**src/hdl/dlt_pkg.sv**
```systemverilog
// ----------------------------------------------------------------------------
// dlt_pkg
// Types, codes and constants of the delimited line tokenizer.
// ----------------------------------------------------------------------------
package dlt_pkg;

  localparam int unsigned TokenBufferSize = 256;
  localparam int unsigned TokenCap =
    (TokenBufferSize - 1 > 255) ? 255 : TokenBufferSize - 1;
  localparam int unsigned ResultDepth = 4;

  localparam logic [7:0] ChCr         = 8'h0D;
  localparam logic [7:0] ChLf         = 8'h0A;
  localparam logic [7:0] ChSpace      = 8'h20;
  localparam logic [7:0] ChFirstPrint = 8'h21;
  localparam logic [7:0] PrintSpan    = 8'd94;
  localparam logic [7:0] DelimReset   = 8'h20;

  typedef enum logic [1:0] {
    OpData     = 2'd0,
    OpNextLine = 2'd1,
    OpFlush    = 2'd2,
    OpRsvd     = 2'd3
  } op_e;

  typedef enum logic [2:0] {
    KindChar    = 3'd0,
    KindTokEnd  = 3'd1,
    KindLineEnd = 3'd2,
    KindSilent  = 3'd3,
    KindReject  = 3'd4
  } kind_e;

  typedef enum logic [2:0] {
    SkipNone   = 3'b001,
    SkipSeek   = 3'b010,
    SkipAbsorb = 3'b100
  } skip_e;

  typedef struct packed {
    logic [1:0] opcode;
    logic [7:0] byte_value;
  } in_item_t;

  typedef struct packed {
    logic [2:0] result_kind;
    logic [7:0] char_value;
    logic [7:0] token_length;
    logic       last_of_run;
  } out_item_t;

  typedef struct packed {
    logic       line_held;
    logic       pair_pending;
    logic       last_lf;
    logic       seen_printable;
    logic       space_pending;
    logic [7:0] chars_in_token;
    skip_e      skip_phase;
  } tok_state_t;

  function automatic out_item_t mk_res(kind_e kind, logic [7:0] ch, logic [7:0] len);
    out_item_t r;
    r.result_kind  = kind;
    r.char_value   = ch;
    r.token_length = len;
    r.last_of_run  = 1'b0;
    return r;
  endfunction

endpackage

```
**src/hdl/dlt_result_fifo.sv**
```systemverilog
// ----------------------------------------------------------------------------
// dlt_result_fifo
// Result queue: takes one or two results per cycle, delivers one per cycle while out_ready_i is high.
// ----------------------------------------------------------------------------
module dlt_result_fifo import dlt_pkg::*; #(
  parameter int unsigned Depth = ResultDepth
) (
  input  logic      clk_i,
  input  logic      rst_ni,
  input  logic      push_i,
  input  logic      push_two_i,
  input  out_item_t data0_i,
  input  out_item_t data1_i,
  output logic      room_o,
  output logic      out_valid_o,
  input  logic      out_ready_i,
  output out_item_t out_data_o
);

  localparam int unsigned PtrW = (Depth > 2) ? $clog2(Depth) : 1;
  localparam int unsigned CntW = $clog2(Depth + 1);

  out_item_t           mem_q [Depth];
  logic [PtrW-1:0]     wr_ptr_q, wr_ptr_d, rd_ptr_q, rd_ptr_d, wp1, wp2;
  logic [CntW-1:0]     cnt_q, cnt_d;
  logic                pop;
  logic [CntW-1:0]     push_n;

  function automatic logic [PtrW-1:0] inc_ptr(logic [PtrW-1:0] p);
    if (p == PtrW'(Depth - 1)) return '0;
    return p + PtrW'(1);
  endfunction

  assign out_valid_o = (cnt_q != '0);
  assign out_data_o  = mem_q[rd_ptr_q];
  assign room_o      = (cnt_q <= CntW'(Depth - 2));
  assign pop         = out_valid_o && out_ready_i;
  assign wp1         = inc_ptr(wr_ptr_q);
  assign wp2         = inc_ptr(wp1);
  assign push_n      = !push_i ? CntW'(0) : (push_two_i ? CntW'(2) : CntW'(1));

  always_comb begin
    wr_ptr_d = wr_ptr_q;
    rd_ptr_d = rd_ptr_q;
    if (push_i) begin
      wr_ptr_d = push_two_i ? wp2 : wp1;
    end
    if (pop) begin
      rd_ptr_d = inc_ptr(rd_ptr_q);
    end
    cnt_d = cnt_q + push_n - CntW'(pop);
  end

  always_ff @(posedge clk_i or negedge rst_ni) begin
    if (!rst_ni) begin
      wr_ptr_q <= '0;
      rd_ptr_q <= '0;
      cnt_q    <= '0;
    end else begin
      wr_ptr_q <= wr_ptr_d;
      rd_ptr_q <= rd_ptr_d;
      cnt_q    <= cnt_d;
    end
  end

  always_ff @(posedge clk_i) begin
    if (push_i) begin
      mem_q[wr_ptr_q] <= data0_i;
    end
    if (push_i && push_two_i) begin
      mem_q[wp1] <= data1_i;
    end
  end

endmodule

```
**src/hdl/dlt_step.sv**
```systemverilog
// ----------------------------------------------------------------------------
// dlt_step
// Next-state and result logic for one registered request.
// ----------------------------------------------------------------------------
module dlt_step import dlt_pkg::*; (
  input  in_item_t   item_i,
  input  logic [7:0] delim_i,
  input  tok_state_t state_i,
  output tok_state_t state_o,
  output out_item_t  res0_o,
  output out_item_t  res1_o,
  output logic       two_o
);

  tok_state_t s;
  out_item_t  res [2];
  logic [1:0] n;
  logic       handled;
  logic [7:0] b;
  logic       is_term, is_lf, is_print;

  assign b        = item_i.byte_value;
  assign is_term  = (b == ChCr) || (b == ChLf);
  assign is_lf    = (b == ChLf);
  assign is_print = 8'(b - ChFirstPrint) < PrintSpan;

  always_comb begin
    s       = state_i;
    n       = 2'd0;
    handled = 1'b0;
    res[0]  = '0;
    res[1]  = '0;
    case (op_e'(item_i.opcode))
      OpData: begin
        unique case (s.skip_phase)
          SkipSeek: begin
            if (is_term) begin
              s.skip_phase = SkipAbsorb;
              s.last_lf    = is_lf;
            end
            handled = 1'b1;
          end
          SkipAbsorb: begin
            if (is_term) begin
              if (is_lf != s.last_lf) s.skip_phase = SkipNone;
              handled = 1'b1;
            end else begin
              s.skip_phase = SkipNone;
            end
          end
          default: ;
        endcase
        if (!handled && s.pair_pending) begin
          s.pair_pending = 1'b0;
          if (is_term && (is_lf != s.last_lf)) handled = 1'b1;
        end
        if (!handled) begin
          if (s.line_held) begin
            res[n[0]] = mk_res(KindReject, '0, '0);
            n = n + 2'd1;
          end else if (b == delim_i && (delim_i != ChSpace || s.seen_printable)) begin
            res[n[0]] = mk_res(KindTokEnd, '0, s.chars_in_token);
            n = n + 2'd1;
            s.seen_printable = 1'b0;
            s.space_pending  = 1'b0;
            s.chars_in_token = '0;
          end else if (b == ChSpace) begin
            if (s.seen_printable) s.space_pending = 1'b1;
          end else if (is_term) begin
            if (s.seen_printable) begin
              res[n[0]] = mk_res(KindTokEnd, '0, s.chars_in_token);
              n = n + 2'd1;
            end
            s.seen_printable = 1'b0;
            s.space_pending  = 1'b0;
            s.chars_in_token = '0;
            res[n[0]] = mk_res(KindLineEnd, '0, '0);
            n = n + 2'd1;
            s.line_held    = 1'b1;
            s.pair_pending = 1'b1;
            s.last_lf      = is_lf;
          end else if (is_print) begin
            s.seen_printable = 1'b1;
            if (s.space_pending) begin
              if (({1'b0, s.chars_in_token} + 9'd2) <= 9'(TokenCap)) begin
                res[0] = mk_res(KindChar, ChSpace, '0);
                res[1] = mk_res(KindChar, b, '0);
                n = 2'd2;
                s.chars_in_token = s.chars_in_token + 8'd2;
                s.space_pending  = 1'b0;
              end
            end else if ({1'b0, s.chars_in_token} < 9'(TokenCap)) begin
              res[n[0]] = mk_res(KindChar, b, '0);
              n = n + 2'd1;
              s.chars_in_token = s.chars_in_token + 8'd1;
            end
          end
        end
      end
      OpNextLine: begin
        if (s.line_held) begin
          s.line_held = 1'b0;
        end else if (s.skip_phase == SkipNone) begin
          if (s.seen_printable) begin
            res[n[0]] = mk_res(KindTokEnd, '0, s.chars_in_token);
            n = n + 2'd1;
          end
          s.seen_printable = 1'b0;
          s.space_pending  = 1'b0;
          s.chars_in_token = '0;
          s.pair_pending   = 1'b0;
          s.skip_phase     = SkipSeek;
        end else if (s.skip_phase == SkipAbsorb) begin
          s.skip_phase = SkipSeek;
        end
      end
      OpFlush: begin
        if (s.seen_printable) begin
          res[n[0]] = mk_res(KindTokEnd, '0, s.chars_in_token);
          n = n + 2'd1;
        end
        s.seen_printable = 1'b0;
        s.space_pending  = 1'b0;
        s.chars_in_token = '0;
        s.pair_pending   = 1'b0;
        s.skip_phase     = SkipNone;
      end
      default: ;
    endcase
    if (n == 2'd0) begin
      res[0] = mk_res(KindSilent, '0, '0);
      n = 2'd1;
    end
    if (n[1]) begin
      res[1].last_of_run = 1'b1;
    end else begin
      res[0].last_of_run = 1'b1;
    end
  end

  assign state_o = s;
  assign res0_o  = res[0];
  assign res1_o  = res[1];
  assign two_o   = n[1];

endmodule

```
**src/hdl/delimited_line_tokenizer.sv**
```systemverilog
// ----------------------------------------------------------------------------
// delimited_line_tokenizer
// Splits a byte stream into token characters, token ends and line ends.
// ----------------------------------------------------------------------------
//  channel  direction  payload     handshake
//  in       input      in_item_t   in_valid_i / in_ready_o
//  out      output     out_item_t  out_valid_o / out_ready_i
//  cfg      input      delimiter   cfg_valid_i / cfg_ready_o
//
//  A request is registered, then stepped combinationally into one or two results.
//  One request per cycle is taken while the output queue has room; the two results
//  of a request leave one after the other through the one-result-per-cycle queue.
//  Between input and output lie the request register and the output queue.
//  Reset clears the tokenizer state and sets the delimiter to space.
//  An output queue without room for two results stalls the input register, which then drops in_ready_o.
// ----------------------------------------------------------------------------
module delimited_line_tokenizer import dlt_pkg::*; #(
  parameter int unsigned ResDepth = ResultDepth
) (
  input  logic       clk_i,
  input  logic       rst_ni,
  input  logic       in_valid_i,
  output logic       in_ready_o,
  input  in_item_t   in_data_i,
  output logic       out_valid_o,
  input  logic       out_ready_i,
  output out_item_t  out_data_o,
  input  logic       cfg_valid_i,
  output logic       cfg_ready_o,
  input  logic [7:0] cfg_data_i
);

  logic       in_vld_q;
  in_item_t   in_q;
  logic [7:0] delim_q;
  tok_state_t st_q, st_d;
  out_item_t  res0, res1;
  logic       two, room, step_fire;

  assign step_fire   = in_vld_q && room;
  assign in_ready_o  = !in_vld_q || step_fire;
  assign cfg_ready_o = 1'b1;

  always_ff @(posedge clk_i or negedge rst_ni) begin
    if (!rst_ni) begin
      in_vld_q <= 1'b0;
      delim_q  <= DelimReset;
      st_q     <= '{skip_phase: SkipNone, default: '0};
    end else begin
      if (in_ready_o) in_vld_q <= in_valid_i;
      if (cfg_valid_i) delim_q <= cfg_data_i;
      if (step_fire) st_q <= st_d;
    end
  end

  always_ff @(posedge clk_i) begin
    if (in_valid_i && in_ready_o) in_q <= in_data_i;
  end

  dlt_step u_step (
    .item_i  (in_q),
    .delim_i (delim_q),
    .state_i (st_q),
    .state_o (st_d),
    .res0_o  (res0),
    .res1_o  (res1),
    .two_o   (two)
  );

  dlt_result_fifo #(
    .Depth (ResDepth)
  ) u_fifo (
    .clk_i       (clk_i),
    .rst_ni      (rst_ni),
    .push_i      (step_fire),
    .push_two_i  (two),
    .data0_i     (res0),
    .data1_i     (res1),
    .room_o      (room),
    .out_valid_o (out_valid_o),
    .out_ready_i (out_ready_i),
    .out_data_o  (out_data_o)
  );

endmodule

```
**config.mk**
```make
export PLATFORM = sky130hd
export DESIGN_NAME = delimited_line_tokenizer
export DESIGN_NICKNAME = d
export VERILOG_FILES = /design/src/hdl/dlt_pkg.sv /design/src/hdl/dlt_result_fifo.sv /design/src/hdl/dlt_step.sv /design/src/hdl/delimited_line_tokenizer.sv
export SDC_FILE = /design/constraint.sdc
export NUM_CORES = 1
export LEC_CHECK = 0
export BUFFER_PORTS_ARGS = -buffer_cell sky130_fd_sc_hd__buf_2
export CAP_MARGIN = 10
export CELL_PAD_IN_SITES_DETAIL_PLACEMENT = 0
export CELL_PAD_IN_SITES_GLOBAL_PLACEMENT = 1
export CORE_UTILIZATION = 40
export DETAILED_ROUTE_END_ITERATION = 6
export GPL_TIMING_DRIVEN = 0
export PLACE_DENSITY_LB_ADDON = 0.1
export SLEW_MARGIN = 30
export SYNTH_ARGS = -nofsm -noshare
export SYNTH_HDL_FRONTEND = slang
export SYNTH_SLANG_ARGS = --single-unit
```
**constraint.sdc**
```tcl
create_clock -name clk_i -period 4.2 [get_ports clk_i]
set_clock_uncertainty 0.1 [all_clocks]
set_input_delay 0.42 -clock clk_i [delete_from_list [all_inputs] [get_ports clk_i]]
set_output_delay 0.42 -clock clk_i [all_outputs]
set_load 0.005 [all_outputs]
```
==> results of run 1 <==
-- per-stage QoR --
| stage | cells | setup slack [ns] | power, mW | cell area [µm²] | hold slack, ns |
|---|---|---|---|---|---|
| detailed placement | 896 | 0.0838 | 3.22 | 7150 | 0.354 |
| CTS | 928 | 0.0654 | 4.76 | 7750 | 0.0512 |
| global placement | 896 | 0.125 | 3.20 | 7150 | 0.343 |
| floorplan | 637 | 0.658 | 2.71 | 6660 | 0.0244 |
| global route | 931 | -0.154 | 5.02 | 7790 | 0.0562 |
| finish | 931 | 0.173 | 4.74 | 7790 | 0.0804 |
-- power breakdown --
part	internal (mW)	switching, mW	leakage (nW)
combinational	0.617	0.963	1.52
clock	0.990	0.533	0.292
sequential	1.48	0.157	1.19
-- path summary, 6_finish.rpt --
path | slack (ns) | endpoint | startpoint
worst max-delay path | 0.17 | u_fifo.cnt_q[2] | in_q[0]
worst min-delay path | 0.08 | in_q[3] | in_data_i[3]
worst max register to register | 0.17 | u_fifo.cnt_q[2] | in_q[0]
worst min register to register | 0.36 | u_fifo.mem_q[3][19] | u_fifo.mem_q[3][19]
max in group asynchronous | 3.20 | st_q[0] | rst_ni
min in group asynchronous | 0.42 | u_fifo.cnt_q[1] | rst_ni
-- synth_stat cells, types with 11 or more instances --
| cell | number | area [µm²] |
|---|---|---|
| and3_1 | 11 | 68.8 |
| a31oi_1 | 12 | 75.1 |
| nor3_1 | 16 | 80.1 |
| clkbuf_1 | 23 | 86.3 |
| o22ai_1 | 17 | 106 |
| nand2_1 | 61 | 229 |
| buf_2 | 13 | 65.1 |
| edfxtp_1 | 50 | 1500 |
| inv_1 | 27 | 101 |
| mux4_2 | 20 | 450 |
| nor2_1 | 48 | 180 |
| dfxtp_1 | 40 | 801 |
| a21oi_1 | 28 | 140 |
| nand3_1 | 17 | 85.1 |
| o21ai_0 | 16 | 80.1 |
| ha_1 | 21 | 263 |
| and2_1 | 12 | 75.1 |
| dfrtp_1 | 30 | 751 |
| mux2_2 | 17 | 191 |
| o31ai_1 | 12 | 90.1 |
| a211oi_1 | 15 | 113 |
-- placed cells by master, fill, tap and decap left out, drive strengths merged, types with 4 or more instances in the layout --
master,count
dfxtp,40
and2,12
a211oi,15
o22ai,17
nor2,50
a21oi,30
nor3,18
dfrtp,30
nor2b,8
buf,64
o31ai,12
nand3,18
clkinv,4
ha,21
edfxtp,50
nand2b,8
a31o,8
nor4,9
a31oi,12
nand2,61
and3,11
bufinv,4
or3,7
o21ai,19
inv,29
mux4,20
xnor2,6
clkbuf,43
nor3b,7
xor2,8
mux2,17
-- final cells by class --
type | count | area [µm²]
clock inverters | 12 | 171
multi-input cells | 446 | 3270
fillers | 1525 | 8270
plain buffers | 42 | 189
inverters | 27 | 101
repair buffers | 46 | 243
well taps | 216 | 270
clock buffers | 20 | 437
flip-flops and latches | 122 | 3110
-- layer usage --
layer | vias to the layer above | GRT usage [%] | part of all wire, %
met5 | - | 0 | 0
met4 | 0 | 7.30 | 1.3
met3 | 28 | 4.55 | 4.6
met2 | 166 | 36.7 | 48
met1 | 2614 | 29.5 | 46
li1 | 2520 | - | -
-- timing repair --
item / CTS / global route
hold endpoints to repair: 0 / 30
buffers inserted: 0 / 2
resized for setup: 0 / 2
hold buffers: 0 / 1
setup endpoints to repair: 0 / 12
-- sequential cells by signal (all words and copies together), names as in the netlist --
| name | cells |
|---|---|
| u_fifo.mem_q | 80 |
| u_fifo.rd_ptr_q | 2 |
| st_q | 16 |
| delim_q | 8 |
| u_fifo.wr_ptr_q | 2 |
| in_vld_q | 1 |
| in_q | 10 |
| u_fifo.cnt_q | 3 |
-- cell families after synthesis --
family / after synthesis
AND/OR/NAND/NOR: 224
flip-flops: 122
AO/OA/AOI/OAI: 145
other: 1
multiplexers: 40
XOR/XNOR: 14
buffers and inverters: 69
adder cells (fa/ha/maj): 22
==> metrics.txt, run 1 <==
status finished clean; fin util 48.5%; H-tree lvl count 4; syn nets 682; synthesized netlist cell count 637; fmax 248 MHz; Final Hold Vio Count 0; Largest delay share family, worst path adder cells; WL final around 18 mm; Max VDD drop 0.000293 V; CTS clk-pin slew, worst paths 0.06 ns; GRT Overall Usage 22.4%; layout cell share with drive strength beyond 1 21.8%; CP Max Fanout 10; Worst Setup Start Kind flip-flop; compound-gate portion of the synthesized area about 15%; Syn Area/Cell between 10 and 15 µm²; Iter 0 DRT Violations 361; slew at the pin with the worst max-slew slack 0.886 ns; Max stage delay on crit path 0.48 ns; die span in y 131 µm; Synth Flop Type edfxtp_1; PwrDens approximately 610 nW/µm²; min-delay worst type input pin to flip-flop; post-DP HPWL 12.6 mm; Core Rows 46; Final setup viols 0; Worst EP arrival 4.26 ns; Post-DRT Antenna Nets 0; Ys Warns 0; Initial Util 41.5%; vias 5328; clk sinks 122; EDFF count, synth 50; via-per-instance ratio about 5.7; Die Area 17200 µm²; Final Cycle Share 95.9%; distinct cell type count after synthesis 73; r2r worst-path depth 13; WHS Path Cells 1; first-pass iteration count of the detailed router 5; TNS Setup 0 ns; DIE WIDTH 131 µm; synthesized area 6660 µm²; Seq/Total Area, Yosys 46.6%; minimum clock period around 4 ns; CTS tree built; Port Buf Inserts 43; Area Growth Syn to Fin 16.9%; CORE AREA around 16000 µm²; fin. max-slew vios 0; total gr overflow 0; post-synthesis mux area share 10.1%; number of max-cap violations 0; GP Congestion 0.829; CTS Buffer Depth 2; Crit path buffers/inverters 2; clk root buf clkbuf_16; Post-synth ARST share between 20% and 30%; Leak ~3.0 nW; drt wl/cell 19.3 µm; CTS Buf Count 17; initial antenna violation count 0; main combinational cell family by area after synthesis simple AND/OR/NAND/NOR gates; # DRC 0; global-route wire length before repair 28.4 mm; Top cell by count, worst path ha_1; adder-cell share of the synthesized area 4.24%; Synth Area in XOR/XNOR 1.84%; Final nets 747; clk_lat worst skew 0.42 ns; required time of the worst setup path 4.43 ns; crit path kind flip-flop to flip-flop; crit path cell chain inv_1, ha_1, mux2_2, a311oi_1, a21oi_1, nand4b_1, nor3_2, buf_2, nand2_1, ha_1, fa_1, xor2_1, xnor2_1; synthesis-stage register bit count roughly 120; Critical Path Slowest Stage Cell edfxtp_1; IO Count 46; pin count of the biggest net entering global routing 33; RSZ-0062 raised after global routing true; vias in the first global route 5267; Worst slew margin 41.0%; Synth Area in Simple Gates between 15 and 20%; ant diodes 0; Crit path depth 13; element type at the critical path end flip-flop
No activity file was read; power rests on OpenSTA's default activity.
==> run 2: changes to the inputs <==
--- a/config.mk
+++ b/config.mk
@@ -13,7 +13,7 @@
 export DETAILED_ROUTE_END_ITERATION = 6
 export GPL_TIMING_DRIVEN = 0
 export PLACE_DENSITY_LB_ADDON = 0.1
-export SLEW_MARGIN = 30
+export RECOVER_POWER = 50
 export SYNTH_ARGS = -nofsm -noshare
 export SYNTH_HDL_FRONTEND = slang
 export SYNTH_SLANG_ARGS = --single-unit
==> run 2 against run 1 <==
The flow now finishes with violations (capacitance limit, slew limit). Worst hold slack worse by 0.0024 ns. Maximum frequency down 0.47%. Global-route usage unchanged. Utilization fell by 0.14 points. Sequential power hardly changed. Non-clock buffer count down 1. Combinational power is essentially flat. Final area is 0.29% lower. Count of clock-buffer cells in the layout is the same. Via count down 0.77%. Critical endpoint unchanged. Highest routed layer unchanged.
==> metrics.txt, run 2 (synthesis gave the netlist of run 1 again) <==
required time of the worst setup path 4.43 ns (about the same); Max VDD drop 0.000293 V (+0.33%); fillers 1529 (+0.26%); layout cell share with drive strength beyond 1 21.0% (-0.81 points); clk sinks 122 (unchanged); most flop-heavy register u_fifo.mem_q; vias 5287 (-0.77%); Worst EP arrival 4.27 ns (about the same); CTS Buffer Depth 2 (unchanged); IO Count 46 (unchanged); WL final 18.0 mm (-0.19%); pin count of the biggest net entering global routing 33 (unchanged); CP Max Fanout 10 (unchanged); clk root buf clkbuf_16; fin. max-slew vios 33 (+33); crit path launch in_q[0]; register area 3110 µm² (unchanged); Port Buf Inserts 43 (unchanged); Post-DRT Antenna Nets 0 (unchanged); commonest non-fill, non-tap cells in the layout nand2_1, buf_2, edfxtp_1; CTS Buf Count 17 (unchanged); slew at the pin with the worst max-slew slack 2.18 ns (+1.29 ns); clk_lat worst skew 0.41 ns (about the same); post-DP HPWL 12.6 mm (unchanged); multi-input logic area 3270 µm² (-0.15%); Worst slew margin -45.2% (-86 points); r2r worst-path depth 13 (unchanged); CORE AREA 16100 µm² (unchanged); Worst Setup Start Kind flip-flop; total gr overflow 0 (unchanged); # DRC 0 (unchanged); Final nets 746 (-0.13%); GRT Overall Usage 22.4% (unchanged); minimum clock period 4.05 ns (+0.0190 ns); fmax 247 MHz (-0.47%); PwrDens 608 nW/µm² (about the same); element type at the critical path end flip-flop; number of max-cap violations 1 (+1); min-delay worst type input pin to flip-flop; die span in y 131 µm (unchanged); initial antenna violation count 0 (unchanged); vias in the first global route 5267 (unchanged); max reg flops 80 (unchanged); hold path startpoint in_data_i[3]; H-tree lvl count 4 (unchanged); global-route wire length before repair 28.4 mm (unchanged); Core Rows 46 (unchanged); WHS Path Cells 1 (unchanged); CTS tree built; Leak 2.99 nW (-0.59%); r2r setup slk 0.15 ns (-0.02 ns); Final setup viols 0 (unchanged); r2r endpoint u_fifo.cnt_q[2]; Iter 0 DRT Violations 288 (-20%); drt wl/cell 19.3 µm (about the same); Area Growth Syn to Fin 16.6%; status complete, but fails checks; Die Area 17200 µm² (unchanged); violated checks capacitance limit, slew limit; GP Congestion 0.829 (unchanged); crit path kind flip-flop to flip-flop; Reg2Reg Launch Point in_q[0]; via-per-instance ratio 5.68 (-0.66%); TNS Setup 0 ns (unchanged); first-pass iteration count of the detailed router 4 (-1); Final Hold Vio Count 0 (unchanged); Final Cycle Share 96.3% (+0.45 points); Largest regs u_fifo.mem_q (80), st_q (16), in_q (10); RSZ-0062 raised after global routing true; Initial Util 41.5% (unchanged); ant diodes 0 (unchanged); DIE WIDTH 131 µm (unchanged); Final Power 4.72 mW (-0.36%); most common cell after layout, fill and taps aside nand2_1; CTS clk-pin slew, worst paths 0.06 ns (about the same); Hold EP in_q[3]
==> run 2: how the worst max path moves through the flow <==
| stage | to | cells after the start | slack (ns) |
|---|---|---|---|
| after floorplan | u_fifo.cnt_q[2] | 13 | 0.66 |
| after global placement | u_fifo.mem_q[2][10] | 9 | 0.12 |
| after detailed placement | u_fifo.cnt_q[2] | 13 | 0.08 |
| after CTS | u_fifo.cnt_q[2] | 13 | 0.07 |
| after global routing | u_fifo.cnt_q[2] | 13 | -0.15 |
| final | u_fifo.cnt_q[2] | 13 | 0.15 |
==> run 2: cell type report <==
cell class,count,area share [%]
clock buffers,20,5.62
clock inverters,12,2.21
repair buffers,45,2.90
well taps,216,3.48
inverters,27,1.30
plain buffers,42,2.43
multi-input cells,446,42.1
flip-flops and latches,122,40.0
==> run 2: stage by stage <==
step	hold slack [ns]	setup WS [ns]	instances	util [%]	area, µm²
3_5_place_dp	0.354	0.0838	896	44.5	7150
3_3_place_gp	0.343	0.125	896	44.5	7150
5_1_grt	0.0562	-0.154	930	48.4	7770
4_1_cts	0.0512	0.0654	928	48.3	7750
6_report	0.0780	0.154	930	48.4	7770
2_1_floorplan	0.0244	0.658	637	-	6660
==> run 2: repair_timing <==
item	4_1_cts	5_1_grt
hold buffers	0	0
endpoints found under the setup margin	0	12
buffers inserted	0	2
gates resized for setup	0	2
==> run 2: power breakdown <==
group | leakage (nW) | total, mW | switching, mW | internal [mW]
logic | 1.50 | 1.56 | 0.956 | 0.608
clock network | 0.292 | 1.52 | 0.532 | 0.990
registers | 1.19 | 1.63 | 0.157 | 1.48
==> run 2: worst max-delay path, cell delays in order, from the launching register on <==
cell,delay [ns]
edfxtp_1,0.48
inv_1,0.17
ha_1,0.25
mux2_2,0.31
a311oi_1,0.27
a21oi_1,0.19
nand4b_1,0.37
nor3_2,0.36
buf_2,0.27
nand2_1,0.09
ha_1,0.33
fa_1,0.44
xor2_1,0.16
xnor2_1,0.17
==> run 2: layer usage <==
layer | track usage, % | vias to the layer above | routed length, µm
met3 | 4.55 | 27 | 753
met5 | 0 | - | 0
met4 | 7.30 | 0 | 270
met2 | 36.7 | 131 | 8670
li1 | - | 2516 | -
met1 | 29.5 | 2613 | 8260
==> run 3: changes to the inputs <==
--- a/config.mk
+++ b/config.mk
@@ -16,4 +16,5 @@
 export RECOVER_POWER = 50
 export SYNTH_ARGS = -nofsm -noshare
 export SYNTH_HDL_FRONTEND = slang
+export SYNTH_HIERARCHICAL = 1
 export SYNTH_SLANG_ARGS = --single-unit
==> run 3 against run 2 <==
Cell count fell by 0.54%. Largest power group is now combinational cells. The run ends with DRC, capacitance limit, slew limit left. Critical endpoint is now u_fifo/cnt_q[2]. First-iteration DRC count grew 1.7%. Synthesized cell count decreased by 5.5%. Via count is 5.0% lower. Maximum frequency grew 1.7%.
==> metrics.txt, run 3 <==
Post-DRT Antenna Nets 0 (unchanged); commonest non-fill, non-tap cells in the layout mux2_2, edfxtp_1, buf_2; CTS clk-pin slew, worst paths 0.06 ns (about the same); post-synth top area share 36.2% (+14 points); H-tree lvl count 4 (unchanged); required time of the worst setup path 4.43 ns (about the same); IO Count 46 (unchanged); TNS Setup 0 ns (unchanged); Synth Flop Type edfxtp_1; synthesized netlist cell count 602 (-5.5%); fin. max-slew vios 33 (unchanged); vias 5024 (-5.0%); CTS Buffer Depth 2 (unchanged); slew at the pin with the worst max-slew slack 2.05 ns (-0.126 ns); Final setup viols 0 (unchanged); max reg flops 80 (unchanged); Leak 3.41 nW (+14%); sw power 1.82 mW (+10%); ant diodes 0 (unchanged); most frequent cells after synthesis mux2_2, edfxtp_1, dfrtp_1; Core Rows 49 (+6.5%); Comb power frac 38.4% (+5.3 points); Max VDD drop 0.000308 V (+4.9%); multi-input logic area 3720 µm² (+14%); Metal-1 WL 8.60 mm (+4.1%); crit path cell chain inv_2, ha_2, or3b_1, a2111oi_4, a211oi_4, nand3_4, a21o_2, inv_1, buf_4, inv_1, nand2_1, ha_1, inv_1, ha_1, inv_1, fa_1, xor2_1, xnor2_1; most common cell in the netlist mux2_2; Worst Setup Start Kind flip-flop; Critical Path Slowest Stage Cell edfxtp_1; Port Buf Inserts 43 (unchanged); total gr overflow 0 (unchanged); CP Max Fanout 10 (unchanged); via-per-instance ratio 5.43 (-4.5%); synthesized area 7460 µm² (+12%); first-pass iteration count of the detailed router 6 (+2); clk sinks 122 (unchanged); Initial Util 41.1% (-0.39 points); initial antenna violation count 0 (unchanged); GP Congestion 0.839 (+1.3%); most common cell after layout, fill and taps aside mux2_2; met2 WL post-DR 9.08 mm (+4.7%); met3 WL post-DR 558 µm (-26%); clock share of power 27.8% (-4.4 points); status complete, but fails checks; PwrDens 593 nW/µm² (-2.4%); CORE AREA 18100 µm² (+13%); CTS tree built; internal power 3.40 mW (+11%); # DRC 2 (+2); Final nets 723 (-3.1%); DIE WIDTH 139 µm (+5.7%); Die Area 19200 µm² (+12%); Hold Buf Count CTS 0 (unchanged); WL final 18.4 mm (+2.7%); clk_lat worst skew 0.42 ns (about the same); Sw Ratio 34.8% (about the same); design area 8800 µm² (+13%); Final Cycle Share 94.7% (-1.6 points); sequential share of power 33.8% (-0.8 points); number of max-cap violations 1 (unchanged); Iter 0 DRT Violations 293 (+1.7%); dpl cell area 8090 µm² (+13%); minimum clock period 3.98 ns (-0.0690 ns); Yosys top cell by area edfxtp_1; Top cell by count, worst path inv_1; drt wl/cell 19.9 µm (+3.2%); EDFF count, synth 90 (+80%); layout cell share with drive strength beyond 1 38.9% (+18 points); GRT Overall Usage 20.5% (-1.9 points); min-delay worst type input pin to flip-flop; fmax 251 MHz (+1.7%); CTS Buf Count 17 (unchanged); Syn Area/Cell 12.4 µm² (+18%); violated checks DRC, capacitance limit, slew limit; element type at the critical path end flip-flop; Top Metal Used met4; fin util 48.5% (+0.098 points); register area 3510 µm² (+13%); Final Hold Vio Count 0 (unchanged); Seq/Total Area, Yosys 47.0% (+0.39 points); Largest regs u_fifo/mem_q (80), st_q (16), in_q (10); synthesis-stage register bit count 122 (unchanged); clk root buf clkbuf_16; fillers 1628 (+6.5%); most flop-heavy register u_fifo/mem_q; distinct cell type count after synthesis 77 (+5.5%); global-route wire length before repair 29.7 mm (+4.6%); Post-synth ARST share 26.2% (unchanged); cell count after placement 887 (-1.0%); pin count of the biggest net entering global routing 33 (unchanged); Finished Layout Cells 925 (-0.54%); vias in the first global route 5234 (-0.63%); die span in y 139 µm (+5.7%); Area Growth Syn to Fin 18.0%; Max stage delay on crit path 0.48 ns (about the same); Ys Warns 6 (+6); crit path kind flip-flop to flip-flop; Worst EP arrival 4.21 ns (-0.06 ns); Area contributors post-synth edfxtp_1, mux2_2, dfrtp_1, mux4_2, ha_1; post-DP HPWL 12.7 mm (+0.96%); Worst slew margin -36.8% (+8.4 points)
## run 3: cell count changes in the layout (fill, tap and decap cells not counted), moves of 13 or more
cell,change
nand2_1,-38
buf_4,+16
mux2_2,+80
nor2_1,-20
clkbuf_1,-13
dfxtp_1,-40
o22ai_1,-13
edfxtp_1,+40
## run 3: cell type report
cell class                      count  share of cell area [%]
Buffer                             45                    3.16
Clock buffer                       18                    4.88
Clock inverter                     14                    1.69
Inverter                           23                   0.982
Multi-Input combinational cell    421                    42.3
Sequential cell                   122                    39.9
Tap cell                          229                    3.26
Timing Repair Buffer               53                    3.84
## run 3: timing repair
action                     CTS  global route
pin swaps                    0             3
gates resized for setup      5            15
setup endpoints to repair   45            72
buffers inserted             0             6
hold endpoints to repair     0             0
## run 3: per-layer routing
metal  global-route usage, %  vias up
li1                        -     2437
met1                    26.7     2487
met2                    34.8       86
met3                    3.69       14
met4                    5.85        0
met5                       0        -
## run 3: logic make-up after synthesis
family	share of synthesized area, %
AO/OA/AOI/OAI	9.08
buffers and inverters	4.87
adder cells (fa/ha/maj)	2.95
flip-flops	47.0
XOR/XNOR	2.00
other	0.101
AND/OR/NAND/NOR	11.0
multiplexers	23.0
## run 3: power by group through the flow
stage	Clock [mW]	Combinational, mW	Sequential [mW]
after floorplan	0	1.36	1.74
after global placement	0	1.88	1.79
after detailed placement	0	1.97	1.79
after CTS	1.49	1.98	1.77
after global routing	1.54	2.20	1.80
final	1.45	2.00	1.76
## run 3: critical path, delay by kind of cell, from the launching register on
family	cells	cell delay, ns
XOR/XNOR	2	0.36
adder cells (fa/ha/maj)	4	0.99
AO/OA/AOI/OAI	3	0.74
AND/OR/NAND/NOR	3	0.65
buffers and inverters	6	0.57
flip-flops	1	0.48
## run 3: per-stage QoR
stage	hold slack, ns	worst slack [ns]	total power, mW
after floorplan	0.0244	0.491	3.10
after global placement	0.384	-1.18	3.67
after detailed placement	0.391	-0.169	3.76
after global routing	0.0467	-0.0281	5.54
final	0.0662	0.223	5.22
after CTS	0.0358	0.0134	5.24
## run 3: worst paths after layout
| check | endpoint | depth (start not counted) | slack (ns) | start |
|---|---|---|---|---|
| setup / recovery | u_fifo/cnt_q[2] | 18 | 0.22 | in_q[0] |
| max in group asynchronous | st_q[4] | 1 | 2.20 | rst_ni |
| hold / removal | in_q[5] | 1 | 0.07 | in_data_i[5] |
| hold reg to reg | st_q[11] | 1 | 0.40 | st_q[11] |
| setup reg to reg | u_fifo/cnt_q[2] | 18 | 0.22 | in_q[0] |
| min in group asynchronous | st_q[6] | 1 | 0.48 | rst_ni |
